**config.mk**
```make
export PLATFORM = sky130hd
export DESIGN_NAME = psc_sequencer
export DESIGN_NICKNAME = d
export VERILOG_FILES = /design/src/rtl/core/psc_pkg.sv /design/src/rtl/core/psc_sequencer.sv
export SDC_FILE = /design/constraint.sdc
export NUM_CORES = 1
export LEC_CHECK = 0
export ABC_AREA = 1
export BUFFER_PORTS_ARGS = -buffer_cell sky130_fd_sc_hd__buf_2
export CELL_PAD_IN_SITES_DETAIL_PLACEMENT = 0
export CELL_PAD_IN_SITES_GLOBAL_PLACEMENT = 1
export CORE_UTILIZATION = 40
export DETAILED_ROUTE_END_ITERATION = 7
export PLACE_DENSITY = 0.9
export RECOVER_POWER = 25
export SYNTH_ARGS = -nofsm -noshare
export SYNTH_HDL_FRONTEND = slang
export SYNTH_SLANG_ARGS = --single-unit
export TNS_END_PERCENT = 30
```
**constraint.sdc**
```tcl
create_clock -name clk -period 3.85 [get_ports clk]
set_clock_uncertainty 0.1 [all_clocks]
set_input_delay 0.9625 -clock clk [delete_from_list [all_inputs] [get_ports clk]]
set_output_delay 0.9625 -clock clk [all_outputs]
set_load 0.005 [all_outputs]
```
**src/rtl/core/psc_pkg.sv**
```systemverilog
// Shared types, constants and the microcode program of the prime sieve counter.
// Used by the sequencer, the datapath and the top level; depends on nothing.
`timescale 1ns / 1ps

package psc_pkg;

	localparam int LIMIT_W       = 17;
	localparam int COUNT_W       = 13;
	localparam int DEF_MAX_LIMIT = 65536;
	localparam int FIRST_PRIME   = 2;
	localparam int STEP_W        = 4;

	typedef logic [STEP_W-1:0] step_t;

	// Datapath operation selected by the current microinstruction.
	typedef enum logic [3:0] {
		OP_NONE,
		OP_LOAD,
		OP_CLEAR,
		OP_INIT_P,
		OP_SQUARE,
		OP_START_MARK,
		OP_MARK,
		OP_INC_P,
		OP_READ_P,
		OP_CNT_START,
		OP_COUNT,
		OP_EMIT
	} op_t;

	// Jump condition: when true the sequencer goes to the target, else to the next step.
	typedef enum logic [3:0] {
		CND_NEXT,
		CND_ALWAYS,
		CND_NO_INPUT,
		CND_NOT_LAST,
		CND_LIM_SMALL,
		CND_SQ_GT,
		CND_MARK_MORE,
		CND_P_GT,
		CND_COMPOSITE,
		CND_M_LE,
		CND_OUT_BUSY
	} cond_t;

	typedef struct packed {
		op_t   op;
		cond_t cond;
		step_t target;
	} uword_t;

	typedef struct packed {
		op_t op;
	} ctrl_t;

	typedef struct packed {
		logic in_fire;
		logic not_last;
		logic lim_small;
		logic sq_gt;
		logic mark_more;
		logic p_gt;
		logic composite;
		logic m_le;
		logic out_busy;
	} flags_t;

	localparam step_t ST_IDLE = 4'd0;
	localparam step_t ST_CLR  = 4'd1;
	localparam step_t ST_INIT = 4'd2;
	localparam step_t ST_SQ   = 4'd3;
	localparam step_t ST_TSQ  = 4'd4;
	localparam step_t ST_MARK = 4'd5;
	localparam step_t ST_INC  = 4'd6;
	localparam step_t ST_RDP  = 4'd7;
	localparam step_t ST_TST  = 4'd8;
	localparam step_t ST_GO   = 4'd9;
	localparam step_t ST_CNT0 = 4'd10;
	localparam step_t ST_CNT  = 4'd11;
	localparam step_t ST_EMIT = 4'd12;
	localparam step_t ST_WRAP = 4'd13;

	// The sieve program.
	function automatic uword_t ucode_rom(step_t s);
		uword_t w;
		unique case (s)
			ST_IDLE: w = '{op: OP_LOAD,       cond: CND_NO_INPUT,  target: ST_IDLE};
			ST_CLR:  w = '{op: OP_CLEAR,      cond: CND_NOT_LAST,  target: ST_CLR};
			ST_INIT: w = '{op: OP_INIT_P,     cond: CND_LIM_SMALL, target: ST_EMIT};
			ST_SQ:   w = '{op: OP_SQUARE,     cond: CND_NEXT,      target: ST_IDLE};
			ST_TSQ:  w = '{op: OP_START_MARK, cond: CND_SQ_GT,     target: ST_CNT0};
			ST_MARK: w = '{op: OP_MARK,       cond: CND_MARK_MORE, target: ST_MARK};
			ST_INC:  w = '{op: OP_INC_P,      cond: CND_NEXT,      target: ST_IDLE};
			ST_RDP:  w = '{op: OP_READ_P,     cond: CND_P_GT,      target: ST_SQ};
			ST_TST:  w = '{op: OP_NONE,       cond: CND_COMPOSITE, target: ST_INC};
			ST_GO:   w = '{op: OP_NONE,       cond: CND_ALWAYS,    target: ST_SQ};
			ST_CNT0: w = '{op: OP_CNT_START,  cond: CND_NEXT,      target: ST_IDLE};
			ST_CNT:  w = '{op: OP_COUNT,      cond: CND_M_LE,      target: ST_CNT};
			ST_EMIT: w = '{op: OP_EMIT,       cond: CND_OUT_BUSY,  target: ST_EMIT};
			ST_WRAP: w = '{op: OP_NONE,       cond: CND_ALWAYS,    target: ST_IDLE};
			default: w = '{op: OP_NONE,       cond: CND_ALWAYS,    target: ST_IDLE};
		endcase
		return w;
	endfunction

endpackage

```
**src/rtl/core/psc_sequencer.sv**
```systemverilog
// Microcode sequencer: step counter, program lookup and conditional jumps.
// Depends on psc_pkg for the program, the control word and the flag struct.
`timescale 1ns / 1ps

module psc_sequencer
	import psc_pkg::*;
(
	input  logic   clk,
	input  logic   arst_n,
	input  flags_t flags,
	output ctrl_t  ctrl
);

	step_t  upc_q;
	step_t  upc_next;
	uword_t uword;
	logic   take;

	assign uword   = ucode_rom(upc_q);
	assign ctrl.op = uword.op;

	always_comb begin
		unique case (uword.cond)
			CND_NEXT:      take = 1'b0;
			CND_ALWAYS:    take = 1'b1;
			CND_NO_INPUT:  take = !flags.in_fire;
			CND_NOT_LAST:  take = flags.not_last;
			CND_LIM_SMALL: take = flags.lim_small;
			CND_SQ_GT:     take = flags.sq_gt;
			CND_MARK_MORE: take = flags.mark_more;
			CND_P_GT:      take = flags.p_gt;
			CND_COMPOSITE: take = flags.composite;
			CND_M_LE:      take = flags.m_le;
			CND_OUT_BUSY:  take = flags.out_busy;
			default:       take = 1'b1;
		endcase
	end

	assign upc_next = take ? uword.target : upc_q + step_t'(1);

	always_ff @(posedge clk or negedge arst_n) begin
		if (!arst_n) begin
			upc_q <= ST_IDLE;
		end else begin
			upc_q <= upc_next;
		end
	end

endmodule

```
==> qor.log <==
[layout] area overhead of the layout relative to synthesis 13.6%
[setup_path] maximum fanout along the worst path 8
[power] Clk pwr share 0.064
[layout] register name with the most flops upc_q
[clock_tree] quantity of hold-fixing buffers added after cts 0
[global_routing] final global-route overflow total 0
[power] switching share of power 0.586
[die] number of core rows 15
[timing] Total Negative Setup Slacks 0 ns
[timing] peak clock frequency supported by timing 0.362 GHz
[layout] count of nets after finishing 147
[power] leakage 0.000474 uW
[logic_synthesis] fraction of synthesized cell area taken by the top area cell type 0.153
[logic_synthesis] cells taking the most area after synthesis nand2_1, dfrtp_1, ha_1
[logic_synthesis] average cell area after synthesis 6.62 um^2
[layout] proportion of layout cells with a drive suffix above 1 0.294
[logic_synthesis] Commonest cells post-synth nand2_1, nand3_1, inv_1, ha_1
[clock_tree] clock tree from TritonCTS built
[power] share of power burned in registers 0.148
[power] power density over cell area 977 nW/um^2
[logic_synthesis] top-count cell post-synth nand2_1
[job] count of max-cap constraint violations 0
[logic_synthesis] flops & latches, synth 4
[routing] Vias 762
[logic_synthesis] nets in the synthesized netlist 130
[logic_synthesis] biggest area consumer among synthesized cells nand2_1
[global_routing] vias in the first global route 629
[timing] shortest period the worst path allows 2.76 ns
[placed_design] I/O Buffers 14
[logic_synthesis] mapped cell area 734 um^2
[die] Initial Util 0.425
[timing] final setup violating endpoints 0
[global_routing] initial antenna violation count 0
[die] IO Pins 15
[power] share of power burned in combinational logic 0.788
[layout] Regs by FF count upc_q x4
[timing] relative max-transition margin 0.672
[layout] max FFs per register 4
[routing] average wire length per cell after detail routing 10.6 um
[clock_tree] post_cts resized 0
[power] cell internal power dissipation 337 uW
[die] vertical extent of the die 44.9 um
[setup_path] type of destination of the critical path output port
[routing] count of antenna-violating nets left after detailed routing 0
[placed_design] placed cells 148
[setup_path] required arrival time at the worst endpoint 2.79 ns
[die] die width 44.9 um
[routing] sum of routed wire length over all layers 1600 um
[die] Die Outline Area 2010 um^2
[layout] number of cells in the finished layout apart from fillers 151
[power] Net Sw Power 478 uW
[logic_synthesis] count of cell types in the netlist 23
[worst_hold_path] Tightest Hold Check Type input pin to asynchronous set/reset pin
[status] outcome complete, no violations
[timing] Period Utilization, post-route 0.717
[timing] post-route setup slack 1.09 ns
[logic_synthesis] Warnings, synthesis 0
[routing] via/cell ratio 5.05
[logic_synthesis] share of the yosys chip area belonging to registers 0.136
[routing] Initial DRC Count 35
[clock_tree] Root Driver clkbuf_4
[timing] final hold viol count 0
[clock_tree] number of clock buffers inserted by TritonCTS 3
[logic_synthesis] top_reg_cell synth dfrtp_1
[global_routing] largest net degree at the start of global routing 14
[clock_tree] Max Root-Sink Buffers 2
[setup_path] startpoint class of the critical path register
[routing] DRC violation count after routing 0
[clock_tree] number of setup buffers added after CTS 0
[placed_design] RD Place Congestion 0.927
[global_routing] global-route total usage across every layer 0.183
[layout] total inserted antenna cells 0
[timing] Final Max Tran Viols 0
[clock_tree] TritonCTS sink count 4
[clock_tree] number of levels in the clock H-tree 1
[routing] drt first pass iters 4
[global_routing] first-pass GRT wire length 2750 um
[setup_path] Worst EP arrival 1.70 ns
[layout] final core area utilization 0.483
[setup_path] Setup CP Type register to output port
[clock_tree] Worst-path clk slew 0.04 ns
[logic_synthesis] async set or reset register ratio after synthesis 1.00
[clock_tree] latest clock arrival within the worst-skew pair 0.24 ns
[logic_synthesis] cell count after synthesis 111
[die] core area 1730 um^2
[timing] worst-margin pin slew 0.492 ns
[placed_design] DP HPWL 1300 um
[logic_synthesis] number of enable-type register cells in the synthesized netlist 0
[placed_design] post-placement worst setup slack 1.36 ns
[timing] setup repair after global routing missed its margin no
[power] peak supply drop 0.472 mV
-- layer usage --
layer / up-vias / wire [um] / track usage
li1: 399 / - / -
met1: 338 / 798 / 0.272
met2: 20 / 700 / 0.262
met3: 5 / 73 / 0.0360
met4: 0 / 29 / 0.0606
met5: - / 0 / 0
-- cell type report --
type,instances,area (um^2)
flip-flops and latches,4,100
inverters,13,48.8
multi-input cells,92,563
repair buffers,14,68.8
well taps,25,31.3
clock buffers,3,22.5
fillers,187,892
-- logic make-up after synthesis --
family                   share of synthesized area
XOR/XNOR                                    0.0119
flip-flops                                   0.136
adder cells (fa/ha/maj)                      0.136
AO/OA/AOI/OAI                                0.109
buffers and inverters                       0.0971
AND/OR/NAND/NOR                              0.509
-- through the flow --
stage	instance area [um^2]	hold slack (ns)	power [uW]
floorplan	734	0.567	635
global placement	813	0.670	762
detailed placement	813	0.671	759
CTS	836	0.420	814
global route	835	0.451	911
finish	835	0.448	815
-- power groups by stage --
stage | combinational [uW] | clock, uW | sequential (uW)
6_report | 643 | 52.0 | 121
5_1_grt | 723 | 58.9 | 129
2_1_floorplan | 544 | 0 | 91.4
3_3_place_gp | 639 | 0 | 123
4_1_cts | 641 | 53.9 | 120
3_5_place_dp | 639 | 0 | 120
-- cells in the final DEF, fill, tap and decap left out, drive strengths merged, types with 4 or more instances in the layout --
master,n
nand3,19
a21oi,4
inv,13
nand2,37
nand4,6
clkbuf,4
ha,8
buf,13
o21ai,5
dfrtp,4
nor2,8
-- final timing paths --
| kind | to | cells past startpoint | start | slack, ns |
|---|---|---|---|---|
| max reg2reg | upc_q[0]$_DFFE_PN0P_ | 12 | upc_q[0]$_DFFE_PN0P_ | 1.69 |
| max | ctrl[0] | 7 | upc_q[0]$_DFFE_PN0P_ | 1.09 |
| max in group asynchronous | upc_q[3]$_DFF_PN0_ | 1 | arst_n | 3.01 |
| min | upc_q[2]$_DFF_PN0_ | 1 | arst_n | 0.45 |
| min in group clk | upc_q[0]$_DFFE_PN0P_ | 4 | upc_q[0]$_DFFE_PN0P_ | 0.73 |
| min reg2reg | upc_q[0]$_DFFE_PN0P_ | 4 | upc_q[0]$_DFFE_PN0P_ | 0.73 |
-- worst max-delay path, cell delays in order (launching register included) --
cell	delay [ns]
dfrtp_1	0.48
inv_1	0.19
ha_1	0.30
nand2_4	0.10
nand2_1	0.08
a21oi_1	0.14
a21oi_1	0.05
buf_2	0.13
Power figures use the tool's default switching activity.
